### src/design/lbts_pkg.sv
// shared widths, codes and reset values of the landing burn throttle sequencer
package lbts_pkg;

    localparam int THR_FRAC_DEF = 16;

    localparam int MASS_W   = 24;
    localparam int HS_W     = 20;
    localparam int VS_W     = 21;
    localparam int TS_W     = 20;
    localparam int ALT_W    = 31;
    localparam int THRUST_W = 32;
    localparam int GRAV_W   = 17;
    localparam int SPD_W    = 17;
    localparam int MARGIN_W = 27;
    localparam int DEN_W    = 42;  // thrust times 1000
    localparam int VMAG_W   = 21;
    localparam int PROD_W   = 2 * VMAG_W;
    localparam int NUM5_W   = PROD_W + 3;
    localparam int ADDR_W   = 5;
    localparam int DATA_W   = 32;

    localparam logic [ALT_W-1:0] HEIGHT_MAX = '1;

    localparam logic [THRUST_W-1:0] RST_THRUST = '0;
    localparam logic [GRAV_W-1:0]   RST_GRAV   = GRAV_W'(9810);
    localparam logic [SPD_W-1:0]    RST_FINAL  = SPD_W'(500);
    localparam logic [SPD_W-1:0]    RST_HLIM   = SPD_W'(1000);
    localparam logic [MARGIN_W-1:0] RST_COAST  = MARGIN_W'(200000);
    localparam logic [MARGIN_W-1:0] RST_BURN   = MARGIN_W'(2000);
    localparam logic [SPD_W-1:0]    RST_TOUCH  = SPD_W'(500);

    typedef enum logic [2:0] {
        REG_THRUST = 3'd0,
        REG_GRAV   = 3'd1,
        REG_FINAL  = 3'd2,
        REG_HLIM   = 3'd3,
        REG_COAST  = 3'd4,
        REG_BURN   = 3'd5,
        REG_TOUCH  = 3'd6
    } t_reg_idx;

    typedef enum logic [1:0] {
        PH_HKILL  = 2'd0,
        PH_BURN   = 2'd1,
        PH_FINAL  = 2'd2,
        PH_LANDED = 2'd3
    } t_phase;

    typedef enum logic [1:0] {
        FLT_NONE      = 2'd0,
        FLT_NO_THRUST = 2'd1,
        FLT_WEAK      = 2'd2
    } t_fault;

endpackage

### src/design/lbts_mul.sv
// bit-serial shift-add squarer
module lbts_mul #(
    parameter int W     = lbts_pkg::VMAG_W,
    parameter int CNT_W = $clog2(W + 1)
) (
    input  logic           i_clk,
    input  logic           i_rst_n,
    input  logic           i_start,
    input  logic [W-1:0]   i_a,
    output logic           o_done,
    output logic [2*W-1:0] o_prod
);
    logic [2*W-1:0]   r_mcand, r_acc;
    logic [W-1:0]     r_mplier;
    logic [CNT_W-1:0] r_cnt;
    logic             r_busy, r_done;

    always_ff @(posedge i_clk) begin
        if (!i_rst_n) begin
            r_busy <= 1'b0;
            r_done <= 1'b0;
            r_cnt  <= '0;
        end else begin
            r_done <= 1'b0;
            if (i_start) begin
                r_busy <= 1'b1;
                r_cnt  <= CNT_W'(W);
            end else if (r_busy) begin
                r_cnt <= r_cnt - 1'b1;
                if (r_cnt == CNT_W'(1)) begin
                    r_busy <= 1'b0;
                    r_done <= 1'b1;
                end
            end
        end
    end

    always_ff @(posedge i_clk) begin
        if (i_start) begin
            r_mcand  <= {{W{1'b0}}, i_a};
            r_mplier <= i_a;
            r_acc    <= '0;
        end else if (r_busy) begin
            if (r_mplier[0]) begin
                r_acc <= r_acc + r_mcand;
            end
            r_mcand  <= r_mcand << 1;
            r_mplier <= r_mplier >> 1;
        end
    end

    assign o_done = r_done;
    assign o_prod = r_acc;
endmodule

### src/design/lbts_div.sv
// restoring divider, one quotient bit per cycle
module lbts_div #(
    parameter int NUM_W  = lbts_pkg::GRAV_W + lbts_pkg::MASS_W + lbts_pkg::THR_FRAC_DEF,
    parameter int DIV_W  = lbts_pkg::DEN_W,
    parameter int STEP_W = $clog2(NUM_W + 1)
) (
    input  logic              i_clk,
    input  logic              i_rst_n,
    input  logic              i_start,
    input  logic [NUM_W-1:0]  i_num,   // left aligned dividend
    input  logic [DIV_W-1:0]  i_den,
    input  logic [STEP_W-1:0] i_steps,
    output logic              o_done,
    output logic [NUM_W-1:0]  o_quot
);
    logic [NUM_W-1:0]  r_num, r_quot;
    logic [DIV_W:0]    r_rem;
    logic [DIV_W-1:0]  r_den;
    logic [STEP_W-1:0] r_cnt;
    logic              r_busy, r_done;
    logic [DIV_W:0]    rem_sh;
    logic              ge;

    assign rem_sh = {r_rem[DIV_W-1:0], r_num[NUM_W-1]};
    assign ge     = rem_sh >= {1'b0, r_den};

    always_ff @(posedge i_clk) begin
        if (!i_rst_n) begin
            r_busy <= 1'b0;
            r_done <= 1'b0;
            r_cnt  <= '0;
        end else begin
            r_done <= 1'b0;
            if (i_start) begin
                r_busy <= 1'b1;
                r_cnt  <= i_steps;
            end else if (r_busy) begin
                r_cnt <= r_cnt - 1'b1;
                if (r_cnt == STEP_W'(1)) begin
                    r_busy <= 1'b0;
                    r_done <= 1'b1;
                end
            end
        end
    end

    always_ff @(posedge i_clk) begin
        if (i_start) begin
            r_num  <= i_num;
            r_den  <= i_den;
            r_rem  <= '0;
            r_quot <= '0;
        end else if (r_busy) begin
            r_num  <= r_num << 1;
            r_rem  <= ge ? (rem_sh - {1'b0, r_den}) : rem_sh;
            r_quot <= {r_quot[NUM_W-2:0], ge};
        end
    end

    assign o_done = r_done;
    assign o_quot = r_quot;
endmodule

### src/design/landing_burn_throttle_sequencer_top.sv
// landing burn throttle sequencer: telemetry in, one throttle decision out
//
// s_axis carries one telemetry sample per request, m_axis one throttle decision
// per sample. configuration goes through the apb port (pready always high,
// register i at byte address 4*i); the user must see that it is written only
// while the block is idle, which the block itself does not enforce. one sample
// is worked at a time. a latched fault, a landed vessel or a zero thrust skips
// the arithmetic; else the divider first forms thrust/mass, after which a phase
// exit ends the work, a stopping-height test in phase one or two runs the
// bit-serial squarer of the speed and the divider again, and a final phase
// hover throttle below full scale runs the divider again. the serial restoring
// divider, one quotient bit per cycle, is shared by all three divisions.
// the result sits in an output register; the next sample is accepted while it
// waits, and a stalled receiver only holds the block at its last step.
// reset (synchronous, active low) returns to the horizontal kill phase, clears
// the fault latch and loads the register defaults.
module landing_burn_throttle_sequencer_top #(
    parameter int THROTTLE_FRAC_BITS = lbts_pkg::THR_FRAC_DEF,
    parameter int THR_W  = THROTTLE_FRAC_BITS + 1,
    parameter int IN_W   = 116 + THR_W,
    parameter int IN_BW  = ((IN_W + 7) / 8) * 8,
    parameter int OUT_W  = THR_W + 6,
    parameter int OUT_BW = ((OUT_W + 7) / 8) * 8
) (
    input  logic                        i_clk,
    input  logic                        i_rst_n,
    // apb configuration
    input  logic                        psel,
    input  logic                        penable,
    input  logic                        pwrite,
    input  logic [lbts_pkg::ADDR_W-1:0] paddr,
    input  logic [lbts_pkg::DATA_W-1:0] pwdata,
    output logic [lbts_pkg::DATA_W-1:0] prdata,
    output logic                        pready,
    // samples in
    input  logic                        s_axis_tvalid,
    output logic                        s_axis_tready,
    // vessel_mass, horizontal_speed, vertical_speed, total_speed, altitude,
    // current_throttle
    input  logic [IN_BW-1:0]            s_axis_tdata,
    // decisions out
    output logic                        m_axis_tvalid,
    input  logic                        m_axis_tready,
    // throttle_cmd, throttle_write, gear_down, landing_phase, status_code
    output logic [OUT_BW-1:0]           m_axis_tdata
);
    import lbts_pkg::*;

    localparam int F     = THROTTLE_FRAC_BITS;
    localparam int DIV_N = GRAV_W + MASS_W + F;
    localparam int STP_W = $clog2(DIV_N + 1);
    localparam logic [THR_W-1:0] THR_FULL = THR_W'(1) << F;

    // field offsets in tdata
    localparam int O_HS  = MASS_W;
    localparam int O_VS  = O_HS + HS_W;
    localparam int O_TS  = O_VS + VS_W;
    localparam int O_ALT = O_TS + TS_W;
    localparam int O_THR = O_ALT + ALT_W;

    typedef enum logic [6:0] {
        S_IDLE   = 7'b0000001,
        S_PRE    = 7'b0000010,
        S_TM     = 7'b0000100,
        S_DECIDE = 7'b0001000,
        S_MUL    = 7'b0010000,
        S_SDIV   = 7'b0100000,
        S_DONE   = 7'b1000000
    } t_state;

    // configuration registers
    logic [THRUST_W-1:0] r_thrust;
    logic [GRAV_W-1:0]   r_grav;
    logic [SPD_W-1:0]    r_final, r_hlim, r_touch;
    logic [MARGIN_W-1:0] r_coast, r_burn;
    t_reg_idx            reg_idx;

    assign reg_idx = t_reg_idx'(paddr[4:2]);
    assign pready  = 1'b1;

    always_ff @(posedge i_clk) begin
        if (!i_rst_n) begin
            r_thrust <= RST_THRUST;
            r_grav   <= RST_GRAV;
            r_final  <= RST_FINAL;
            r_hlim   <= RST_HLIM;
            r_coast  <= RST_COAST;
            r_burn   <= RST_BURN;
            r_touch  <= RST_TOUCH;
        end else if (psel && penable && pwrite) begin
            case (reg_idx)
                REG_THRUST: r_thrust <= pwdata;
                REG_GRAV:   r_grav   <= pwdata[GRAV_W-1:0];
                REG_FINAL:  r_final  <= pwdata[SPD_W-1:0];
                REG_HLIM:   r_hlim   <= pwdata[SPD_W-1:0];
                REG_COAST:  r_coast  <= pwdata[MARGIN_W-1:0];
                REG_BURN:   r_burn   <= pwdata[MARGIN_W-1:0];
                REG_TOUCH:  r_touch  <= pwdata[SPD_W-1:0];
                default: ;
            endcase
        end
    end

    always_comb begin
        case (reg_idx)
            REG_THRUST: prdata = r_thrust;
            REG_GRAV:   prdata = DATA_W'(r_grav);
            REG_FINAL:  prdata = DATA_W'(r_final);
            REG_HLIM:   prdata = DATA_W'(r_hlim);
            REG_COAST:  prdata = DATA_W'(r_coast);
            REG_BURN:   prdata = DATA_W'(r_burn);
            REG_TOUCH:  prdata = DATA_W'(r_touch);
            default:    prdata = '0;
        endcase
    end

    // sample registers
    logic [MASS_W-1:0] r_mass;
    logic [HS_W-1:0]   r_hs;
    logic [VMAG_W-1:0] r_vmag;
    logic [TS_W-1:0]   r_ts;
    logic [ALT_W-1:0]  r_alt;
    logic [THR_W-1:0]  r_thr;

    logic [MASS_W-1:0] in_mass;
    logic [VS_W-1:0]   in_vs;
    logic              accept;

    assign in_mass = s_axis_tdata[MASS_W-1:0];
    assign in_vs   = s_axis_tdata[O_VS+VS_W-1:O_VS];

    // state
    t_state              r_state, n_state;
    t_phase              r_phase, n_phase;
    t_fault              r_fault, n_fault;
    logic [DEN_W-1:0]    r_accel, n_accel;
    logic [THR_W-1:0]    r_cmd, n_cmd;
    logic                r_wr, n_wr, r_gear, n_gear;
    logic                r_mvalid;
    logic [OUT_BW-1:0]   r_mdata;

    assign s_axis_tready = (r_state == S_IDLE);
    assign accept        = s_axis_tvalid && s_axis_tready;

    always_ff @(posedge i_clk) begin
        if (accept) begin
            r_mass <= (in_mass == '0) ? MASS_W'(1) : in_mass;
            r_hs   <= s_axis_tdata[O_HS+HS_W-1:O_HS];
            // magnitude of the descent rate, most negative value included
            r_vmag <= in_vs[VS_W-1] ? (~in_vs + VMAG_W'(1)) : in_vs;
            r_ts   <= s_axis_tdata[O_TS+TS_W-1:O_TS];
            r_alt  <= s_axis_tdata[O_ALT+ALT_W-1:O_ALT];
            r_thr  <= s_axis_tdata[O_THR+THR_W-1:O_THR];
        end
    end

    // shared arithmetic
    logic [DEN_W-1:0]            den_t;
    logic [GRAV_W+MASS_W-1:0]    grav_mass;
    logic [DEN_W-1:0]            tm;
    logic [NUM5_W-1:0]           h_raw;
    logic [ALT_W-1:0]            h_sat;
    logic [ALT_W:0]              h_coast, h_burn;
    logic [PROD_W-1:0]           prod;
    logic [NUM5_W-1:0]           prod5;

    logic              div_start, div_done, mul_start, mul_done;
    logic [DIV_N-1:0]  div_num, div_quot;
    logic [DEN_W-1:0]  div_den;
    logic [STP_W-1:0]  div_steps;
    logic [VMAG_W-1:0] mul_a;

    assign den_t     = {{(DEN_W-THRUST_W){1'b0}}, r_thrust} * DEN_W'(1000);
    assign grav_mass = {{MASS_W{1'b0}}, r_grav} * {{GRAV_W{1'b0}}, r_mass};
    assign tm        = div_quot[DEN_W-1:0];
    assign h_raw     = div_quot[NUM5_W-1:0];
    // stopping height saturates at the altitude range
    assign h_sat     = (|h_raw[NUM5_W-1:ALT_W]) ? HEIGHT_MAX : h_raw[ALT_W-1:0];
    assign h_coast   = {1'b0, h_sat} + (ALT_W+1)'(r_coast);
    assign h_burn    = {1'b0, h_sat} + (ALT_W+1)'(r_burn);
    assign prod5     = {prod, 2'b00} + NUM5_W'(prod);

    lbts_mul #(.W(VMAG_W)) u_mul (
        .i_clk   (i_clk),
        .i_rst_n (i_rst_n),
        .i_start (mul_start),
        .i_a     (mul_a),
        .o_done  (mul_done),
        .o_prod  (prod)
    );

    lbts_div #(.NUM_W(DIV_N), .DIV_W(DEN_W)) u_div (
        .i_clk   (i_clk),
        .i_rst_n (i_rst_n),
        .i_start (div_start),
        .i_num   (div_num),
        .i_den   (div_den),
        .i_steps (div_steps),
        .o_done  (div_done),
        .o_quot  (div_quot)
    );

    always_comb begin
        n_state   = r_state;
        n_phase   = r_phase;
        n_fault   = r_fault;
        n_accel   = r_accel;
        n_cmd     = r_cmd;
        n_wr      = r_wr;
        n_gear    = r_gear;
        div_start = 1'b0;
        div_num   = '0;
        div_den   = '0;
        div_steps = '0;
        mul_start = 1'b0;
        mul_a     = '0;
        case (r_state)
            S_IDLE: begin
                if (s_axis_tvalid) begin
                    n_cmd   = '0;
                    n_wr    = 1'b0;
                    n_gear  = 1'b0;
                    n_state = S_PRE;
                end
            end
            S_PRE: begin
                // fault checks run in every flying phase before the exit test
                if (r_fault == FLT_NONE && r_phase != PH_LANDED) begin
                    if (r_thrust == '0) begin
                        n_fault = FLT_NO_THRUST;
                        n_state = S_DECIDE;
                    end else begin
                        div_start = 1'b1;
                        div_num   = {den_t, {(DIV_N-DEN_W){1'b0}}};
                        div_den   = {{(DEN_W-MASS_W){1'b0}}, r_mass};
                        div_steps = STP_W'(DEN_W);
                        n_state   = S_TM;
                    end
                end else begin
                    n_state = S_DECIDE;
                end
            end
            S_TM: begin
                if (div_done) begin
                    if (tm <= DEN_W'(r_grav)) begin
                        n_fault = FLT_WEAK;
                    end else begin
                        n_accel = tm - DEN_W'(r_grav);
                    end
                    n_state = S_DECIDE;
                end
            end
            S_DECIDE: begin
                n_state = S_DONE;
                if (r_fault != FLT_NONE) begin
                    n_wr = 1'b1;
                end else begin
                    case (r_phase)
                        PH_HKILL: begin
                            if (r_hs <= HS_W'(r_hlim)) begin
                                n_wr    = 1'b1;
                                n_gear  = 1'b1;
                                n_phase = PH_BURN;
                            end else begin
                                mul_start = 1'b1;
                                mul_a     = r_vmag;
                                n_state   = S_MUL;
                            end
                        end
                        PH_BURN: begin
                            if (r_ts <= TS_W'(r_final)) begin
                                n_phase = PH_FINAL;
                            end else begin
                                mul_start = 1'b1;
                                mul_a     = VMAG_W'(r_ts);
                                n_state   = S_MUL;
                            end
                        end
                        PH_FINAL: begin
                            if (r_alt <= ALT_W'(r_touch)) begin
                                n_wr    = 1'b1;
                                n_phase = PH_LANDED;
                            end else if (r_thr == THR_FULL) begin
                                n_wr = 1'b1;
                                if ({1'b0, grav_mass} >= den_t) begin
                                    n_cmd = THR_FULL;
                                end else begin
                                    // hover throttle, shares the divider
                                    div_start = 1'b1;
                                    div_num   = {grav_mass, {F{1'b0}}};
                                    div_den   = den_t;
                                    div_steps = STP_W'(DIV_N);
                                    n_state   = S_SDIV;
                                end
                            end
                        end
                        default: ;
                    endcase
                end
            end
            S_MUL: begin
                if (mul_done) begin
                    div_start = 1'b1;
                    div_num   = {prod5, {(DIV_N-NUM5_W){1'b0}}};
                    div_den   = r_accel;
                    div_steps = STP_W'(NUM5_W);
                    n_state   = S_SDIV;
                end
            end
            S_SDIV: begin
                if (div_done) begin
                    n_state = S_DONE;
                    case (r_phase)
                        PH_HKILL: begin
                            if ({1'b0, r_alt} <= h_coast && r_thr < THR_FULL) begin
                                n_wr  = 1'b1;
                                n_cmd = THR_FULL;
                            end
                        end
                        PH_BURN: begin
                            if (h_burn < {1'b0, r_alt}) begin
                                if (r_thr != '0) begin
                                    n_wr = 1'b1;
                                end
                            end else if (r_thr < THR_FULL) begin
                                n_wr  = 1'b1;
                                n_cmd = THR_FULL;
                            end
                        end
                        default: begin
                            // final phase: quotient is below full scale here
                            n_cmd = {1'b0, div_quot[F-1:0]};
                        end
                    endcase
                end
            end
            S_DONE: begin
                if (!r_mvalid || m_axis_tready) begin
                    n_state = S_IDLE;
                end
            end
            default: n_state = S_IDLE;
        endcase
    end

    always_ff @(posedge i_clk) begin
        if (!i_rst_n) begin
            r_state  <= S_IDLE;
            r_phase  <= PH_HKILL;
            r_fault  <= FLT_NONE;
            r_mvalid <= 1'b0;
        end else begin
            r_state <= n_state;
            r_phase <= n_phase;
            r_fault <= n_fault;
            if (r_state == S_DONE && (!r_mvalid || m_axis_tready)) begin
                r_mvalid <= 1'b1;
            end else if (m_axis_tready) begin
                r_mvalid <= 1'b0;
            end
        end
    end

    always_ff @(posedge i_clk) begin
        r_accel <= n_accel;
        r_cmd   <= n_cmd;
        r_wr    <= n_wr;
        r_gear  <= n_gear;
        if (r_state == S_DONE && (!r_mvalid || m_axis_tready)) begin
            r_mdata <= OUT_BW'({r_fault, r_phase, r_gear, r_wr, r_cmd});
        end
    end

    assign m_axis_tvalid = r_mvalid;
    assign m_axis_tdata  = r_mdata;
endmodule

### config.mk
export PLATFORM = sky130hd
export DESIGN_NAME = landing_burn_throttle_sequencer_top
export DESIGN_NICKNAME = d
export VERILOG_FILES = /design/src/design/lbts_pkg.sv /design/src/design/lbts_mul.sv /design/src/design/lbts_div.sv /design/src/design/landing_burn_throttle_sequencer_top.sv
export SDC_FILE = /design/constraint.sdc
export NUM_CORES = 2
export LEC_CHECK = 0
export BUFFER_PORTS_ARGS = -buffer_cell sky130_fd_sc_hd__buf_2
export CORE_ASPECT_RATIO = 0.5
export CORE_MARGIN = 3
export CORE_UTILIZATION = 35
export DETAILED_ROUTE_END_ITERATION = 10
export PLACE_DENSITY_LB_ADDON = 0.3
export SYNTH_ARGS = -nofsm -noshare
export SYNTH_HDL_FRONTEND = slang
export SYNTH_SLANG_ARGS = --single-unit
### constraint.sdc
create_clock -name i_clk -period 10.84 [get_ports i_clk]
set_input_delay 0.542 -clock i_clk [delete_from_list [all_inputs] [get_ports i_clk]]
set_output_delay 0.542 -clock i_clk [all_outputs]
set_load 0.005 [all_outputs]
# == Yosys cells after proc, flatten, opt, wreduce, memory -nomap -nowiden ==
# Cells that the tools add are included.
# totals
ff_bits,689
input_bits,180
output_inout_bits,59
wordCells,273
# op_classes
add_sub_neg,9
mul,2
n_lt_le_gt_ge,9
eq_ne,46
n_mux,122
bitwise,6
n_reduce_logical,41
# op_table
op,count
two-way mux 57 bit,10
two-way mux 42 bit,7
case mux 32 bit (7 select lines),1
case mux 57 bit (3 select lines),1
two-way mux 17 bit,10
two-way mux 21 bit,7
case mux 42 bit (3 select lines),1
two-way mux 7 bit,12
adder 31 x 27 -> 32 bit,2
two-way mux 6 bit,10
case mux 17 bit (3 select lines),1
case mux 7 bit (7 select lines),1
two-way mux 24 bit,2
adder 44 x 42 -> 45 bit,1
greater-or-equal comparator 43 x 42 -> 1 bit,1
adder 42 bit,1
greater-or-equal comparator 41 x 42 -> 1 bit,1
<= comparator 42 x 17 -> 1 bit,1
case mux 21 bit (2 select lines),1
subtractor 42 x 17 -> 42 bit,1
subtractor 42 bit,1
multiplier 17 x 24 -> 41 bit,1
<= comparator 20 x 17 -> 1 bit,2
two-way mux 20 bit,2
other kinds (62),157

# == Logic depth before layout (Yosys ltp) ==
# depth
depth_word,9
depth_mapped,41
depth_no_buf,36

# == Hierarchy ==
# A second synthesis with hierarchy kept.
# unflattened
cells_unflattened,6774
hier_area_um2,61700.4
# by_module_without_submodules
module,n_inst,cells_each,area_each_um2,seq_area_each_um2
landing_burn_throttle_sequencer_top,1,4992,44481.4,9839.4
lbts_div,1,1008,10546.4,5114.9
lbts_mul,1,774,6672.6,2662.6

# == Least setup slack after synthesis ==
# OpenSTA, ideal clock, no wires.
# synth_timing
path_kind,reg-to-reg
startpoint,reg r_mass[22]
endpoint,"reg u_div.r_den[0], enable pin"
setup_time_ns,0.423
arrival_time_ns,10.034
setup_slack_ns,0.383
path_stages_with_launch,38
synth_period_minus_slack_ns,10.457
cell_sequence,edfxtp_1 -> clkbuf_1 -> clkbuf_1 -> nand2_1 -> fa_1 -> inv_1 -> fa_1 -> inv_1 -> fa_1 -> inv_1 -> fa_1 -> fa_1 -> inv_1 -> fa_1 -> inv_1 -> ha_1 -> and4_1 -> and3_1 -> (+2 left out) -> a311o_1 -> a31oi_1 -> nor2b_1 -> nor2_1 -> xnor2_1 -> ha_1 -> a21o_1 -> a21o_1 -> a2111oi_2 -> nand2_1 -> o211ai_1 -> o21ba_1 -> or4_1 -> buf_2 -> and2_4 -> buf_6 -> inv_2 -> clkbuf_1
# synth_via
elab_chain_len,8
# synth_rtl
element,line_no,text
from (decl),landing_burn_throttle_sequencer_top.sv:118,logic [MASS_W-1:0] r_mass;
from (signal assigned),landing_burn_throttle_sequencer_top.sv:147,r_mass <= (in_mass == '0) ? MASS_W'(1) : in_mass;
multiplier 17 x 24 -> 41 bit,landing_burn_throttle_sequencer_top.sv:174,"assign grav_mass = {{MASS_W{1'b0}}, r_grav} * {{GRAV_W{1'b0}}, r_mass};"
greater-or-equal comparator 41 x 42 -> 1 bit,landing_burn_throttle_sequencer_top.sv:285,"if ({1'b0, grav_mass} >= den_t) begin"
two-way mux 1 bit,landing_burn_throttle_sequencer_top.sv:285,
two-way mux 1 bit,landing_burn_throttle_sequencer_top.sv:283,end else if (r_thr == THR_FULL) begin
two-way mux 1 bit,landing_burn_throttle_sequencer_top.sv:280,if (r_alt <= ALT_W'(r_touch)) begin
two-way mux 1 bit,landing_burn_throttle_sequencer_top.sv:258,case (r_phase)
two-way mux 1 bit,landing_burn_throttle_sequencer_top.sv:255,if (r_fault != FLT_NONE) begin
case mux 1 bit (3 select lines),landing_burn_throttle_sequencer_top.sv:217,case (r_state)
net div_start,landing_burn_throttle_sequencer_top.sv:167,"logic div_start, div_done, mul_start, mul_done;"
to (signal assigned),lbts_div.sv:50,r_den <= i_den;
to (decl),lbts_div.sv:18,logic [DIV_W-1:0] r_den;
# The timed path passes the listed nets, and every way through them passes these cells.
# A chain may end at the register's enable or synchronous reset.

# == Final worst setup path ==
# layout_timing
startpoint,reg r_grav[4]
endpoint,"reg u_div.r_num[55], data pin"
# layout_via
elab_chain_len,9
word_cells_on_any_way,15
# layout_rtl
element,line_no,text
from (decl),landing_burn_throttle_sequencer_top.sv:73,logic [GRAV_W-1:0] r_grav;
from (signal assigned),landing_burn_throttle_sequencer_top.sv:93,REG_GRAV: r_grav <= pwdata[GRAV_W-1:0];
multiplier 17 x 24 -> 41 bit *,landing_burn_throttle_sequencer_top.sv:174,
greater-or-equal comparator 41 x 42 -> 1 bit,landing_burn_throttle_sequencer_top.sv:285,
two-way mux 57 bit or two-way mux 1 bit (tied branches),landing_burn_throttle_sequencer_top.sv:285,
two-way mux 57 bit or two-way mux 1 bit (tied branches),landing_burn_throttle_sequencer_top.sv:283,
two-way mux 57 bit or two-way mux 1 bit (tied branches),landing_burn_throttle_sequencer_top.sv:280,
two-way mux 57 bit or two-way mux 1 bit (tied branches),landing_burn_throttle_sequencer_top.sv:258,
two-way mux 57 bit or two-way mux 1 bit (tied branches),landing_burn_throttle_sequencer_top.sv:255,
case mux 57 bit (3 select lines) or case mux 1 bit (3 select lines) (tied branches),landing_burn_throttle_sequencer_top.sv:217,
two-way mux 57 bit *,lbts_div.sv:48,if (i_start) begin
to (signal assigned),lbts_div.sv:49,r_num <= i_num;
to (signal assigned),lbts_div.sv:54,r_num <= r_num << 1;
to (decl),lbts_div.sv:16,"logic [NUM_W-1:0] r_num, r_quot;"
# Every way passes the cells marked *; elsewhere a longest branch is shown, timed or not.

==> flow_summary_export.csv <==
group,metric,value,unit
run_status,status,"finished clean",
placement,buffer_ports.inserted,231,
floorplanning,dieHeight,299,um
clocking,cts_tree,"done",
clocking,cts.sink_count,677,
clocking,insertion_delay,0.69,ns
sta,report.final.hold_viol_count,0,
synthesis,synth_cell_types,99,
floorplanning,placement_rows,106,
sta,setup_tns,0,ns
placement,placement.cell_area,64000,um^2
placement,place_inst,8959,
floorplanning,initial_utilization,35.6,%
pwr,power_frac_seq,21.3,%
clocking,worst_setup_hold_path_clk_slew,0.08,ns
synthesis,synth_top_area_share,17.3,%
grt,grt_start_max_net_pins,99,
critical_path,worst_ep_arrival_time,10.86,ns
critical_path,reg2reg_setup_slack,0.39,ns
pwr,part_of_the_power_in_the_clock_network,17.8,%
clocking,max_h_tree_level,3,
cells_and_area,final_cell_area,67300,um^2
synthesis,synthCells,6641,
synthesis,synth_area,60000,um^2
synthesis,synth_area_per_cell,9.04,um^2
routing,via_to_cell_ratio,5.34,
routing,finalWirelength,192000,um
placement,dp_hpwl,149000,um
grt,grt_pass1_wl,292000,um
placement,gp_congestion,0.935,
critical_path,crit_path_max_incr_delay,0.76,ns
pwr,internal_power,0.00780,W
synthesis,synth-async-reset-ratio,0,%
pwr,switching_share,46.7,%
critical_path,path_max_fanout,33,
sta,least_margin_pin_slew,1.15,ns
sta,clock.fmax,95.7,MHz
floorplanning,die_width,592,um
cells_and_area,final_layout_size_suffix_gt1_share,8.77,%
pwr,comb_pwr_share,60.9,%
clocking,cts_buffer_depth,3,
sta,rsz0062_at_grt,"false",
cells_and_area,num-nets-final,8064,
cells_and_area,layout.core_utilization,39.9,%
pwr,p_switching,0.00684,W
placement,preCtsSetupSlack,0.390,ns
synthesis,cell_with_the_most_instances_after_synthesis,"sky130_fd_sc_hd__nand2_1",
synthesis,yosysSeqAreaShare,28.3,%
routing,initialDrtViolationCount,4397,
synthesis,yosys_register_bits,677,
routing,detail_route.wl_per_cell,20.9,um
floorplanning,floorplan.core_area,169000,um^2
synthesis,synth.area.top_cells,"sky130_fd_sc_hd__edfxtp_1, sky130_fd_sc_hd__fa_1, sky130_fd_sc_hd__ha_1",
cells_and_area,diodes,0,
flow_run,drv.max_cap_violation_count,0,
pwr,power-per-cell-area,217,nW/um^2
synthesis,synth_common_cells,"sky130_fd_sc_hd__nand2_1, sky130_fd_sc_hd__inv_1, sky130_fd_sc_hd__ha_1",
clocking,cts-buffers-inserted,74,
clocking,root_buffer,"sky130_fd_sc_hd__clkbuf_16",
cells_and_area,layout.cells.non_filler,9190,
sta,skew,0.0392,ns
grt,antenna_found_initial,8,
synthesis,postSynth.topFlopCell,"sky130_fd_sc_hd__edfxtp_1",
synthesis,total_nets_after_synthesis,7844,
routing,drc,0,
routing,vias,49000,
cells_and_area,layout.filler_cells,17000,
sta,setup_viol,0,
sta,setup_slack,0.391,ns
worst_hold_path,hp-class,"in -> reg",
critical_path,setup.worst_path.start_class,"flip-flop",
critical_path,cp_data_required_time,11.25,ns
sta,timing.final.crit_share,96.4,%
grt,globalRouteOverflowTotal,0,
floorplanning,fp.dieArea,177000,um^2
synthesis,yosys.area.top_type,"sky130_fd_sc_hd__edfxtp_1",
floorplanning,design.portCount,239,
synthesis,yosysWarningCount,0,
pwr,peakVddDrop,409,uV
cells_and_area,syn_to_final_growth,12.2,%
synthesis,synth_enable_flop_cells,346,
critical_path,critical_path.most_common_cell,"sky130_fd_sc_hd__fa_1",
routing,route.antenna.remaining_nets,0,
pwr,leakage_power,30.5,nW
grt,vias_in_the_first_global_route,46900,
routing,detail_route.first_pass.iterations,6,
sta,final.min_clock_period,10.45,ns
critical_path,crit_type,"reg -> reg",
critical_path,type_of_element_capturing_the_critical_path,"flip-flop",
grt,groute.usage.overall,21.4,%
sta,total_count_of_max_transition_violations_in_the_final_report,0,
sta,max_slew_headroom,23.3,%
critical_path,crit_path_top_delay_cell,"sky130_fd_sc_hd__dfxtp_1",
power by group through the flow:
stage / Combinational, W / Clock (W) / Sequential [W]
CTS: 0.00881 / 0.00266 / 0.00314
global route: 0.00999 / 0.00276 / 0.00314
finish: 0.00892 / 0.00260 / 0.00312
detailed placement: 0.00873 / 0 / 0.00319
floorplan: 0.00613 / 0 / 0.00309
global placement: 0.00866 / 0 / 0.00319
worst paths after layout:
kind	start	to	depth (start not counted)
hold / removal	s_axis_tdata[35]	r_hs[11]	1
setup reg to reg	r_grav[4]	u_div.r_num[55]	32
setup / recovery	r_grav[4]	u_div.r_num[55]	32
hold reg to reg	r_gear	m_axis_tdata[18]	0
through the flow:
| stage | total power [W] | hold WS, ns |
|---|---|---|
| after global placement | 0.0119 | 0.403 |
| after detailed placement | 0.0119 | 0.405 |
| after CTS | 0.0146 | 0.000181 |
| after floorplan | 0.00922 | 0.400 |
| after global routing | 0.0159 | 0.0188 |
| final | 0.0146 | 0.0501 |
cell usage in the layout, fill, tap and decap left out, drive strengths merged, types with 181 or more instances in the layout:
| master | instances |
|---|---|
| ha | 570 |
| edfxtp | 346 |
| o21ai | 243 |
| xnor2 | 181 |
| inv | 772 |
| dfxtp | 331 |
| buf | 400 |
| fa | 453 |
| a21oi | 359 |
| nor2 | 370 |
| and2 | 186 |
| nand2 | 880 |
cells by family (layout without fill, tap and decap cells):
group | count (synthesis) | in the layout | synth area share [%]
AND/OR/NAND/NOR | 2018 | 2018 | 15.6
multiplexers | 125 | 125 | 2.18
buffers and inverters | 1087 | 1368 | 6.85
AO/OA/AOI/OAI | 1417 | 1417 | 15.7
adder cells (fa/ha/maj) | 1023 | 1023 | 27.0
other | 2 | 2 | 0.0125
flip-flops | 677 | 677 | 28.3
XOR/XNOR | 292 | 292 | 4.26
routing by layer:
metal / GRT usage [%] / part of all wire, % / vias to the layer above / wire length, um
met5: 0 / 0.0037 / - / 7
met4: 6.22 / 3.0 / 2 / 5780
met3: 3.19 / 7.4 / 257 / 14300
met2: 32.3 / 43 / 1644 / 82600
met1: 31.5 / 46 / 24100 / 89100
li1: - / - / 23100 / -
what timing repair did:
| item | CTS | global route |
|---|---|---|
| endpoints found under the setup margin | 0 | 207 |
| resized for setup | 0 | 7 |
| hold endpoints to repair | 62 | 0 |
| hold buffers | 62 | 0 |
| setup buffers | 0 | 32 |
critical path: cells and delay by family, from the launching register on:
kind / cells / cell delay [ns]
adders and majority gates: 8 / 3.60
xor gates and xnor gates: 1 / 0.24
AOI/OAI and AO/OA: 12 / 3.02
and+or+nand+nor: 6 / 1.84
buffers and inverters: 5 / 0.69
DFF: 1 / 0.76
layout make-up:
cell class	instances	area (um^2)	area share, %
multi-input combinational	4877	39000	57.9
sequential	677	17000	25.3
inverter	769	2890	4.29
tap	2268	2840	4.21
clock inverter	40	379	0.563
timing repair buffer	462	3160	4.69
clock buffer	97	2040	3.03
flip-flops by register name, summed over array words and instances (netlist names), 20 cells and up:
signal / cells
u_div.o_quot: 45
u_div.r_num: 45
r_accel: 42
u_div.r_den: 42
u_div.r_rem: 42
u_mul.o_prod: 42
u_mul.r_mcand: 42
r_thrust: 32
r_alt: 31
r_burn: 27
r_coast: 27
r_mass: 24
m_axis_tdata: 23
r_vmag: 21
u_mul.r_mplier: 21
r_hs: 20
r_ts: 20
Power figures use the tool's default switching activity.
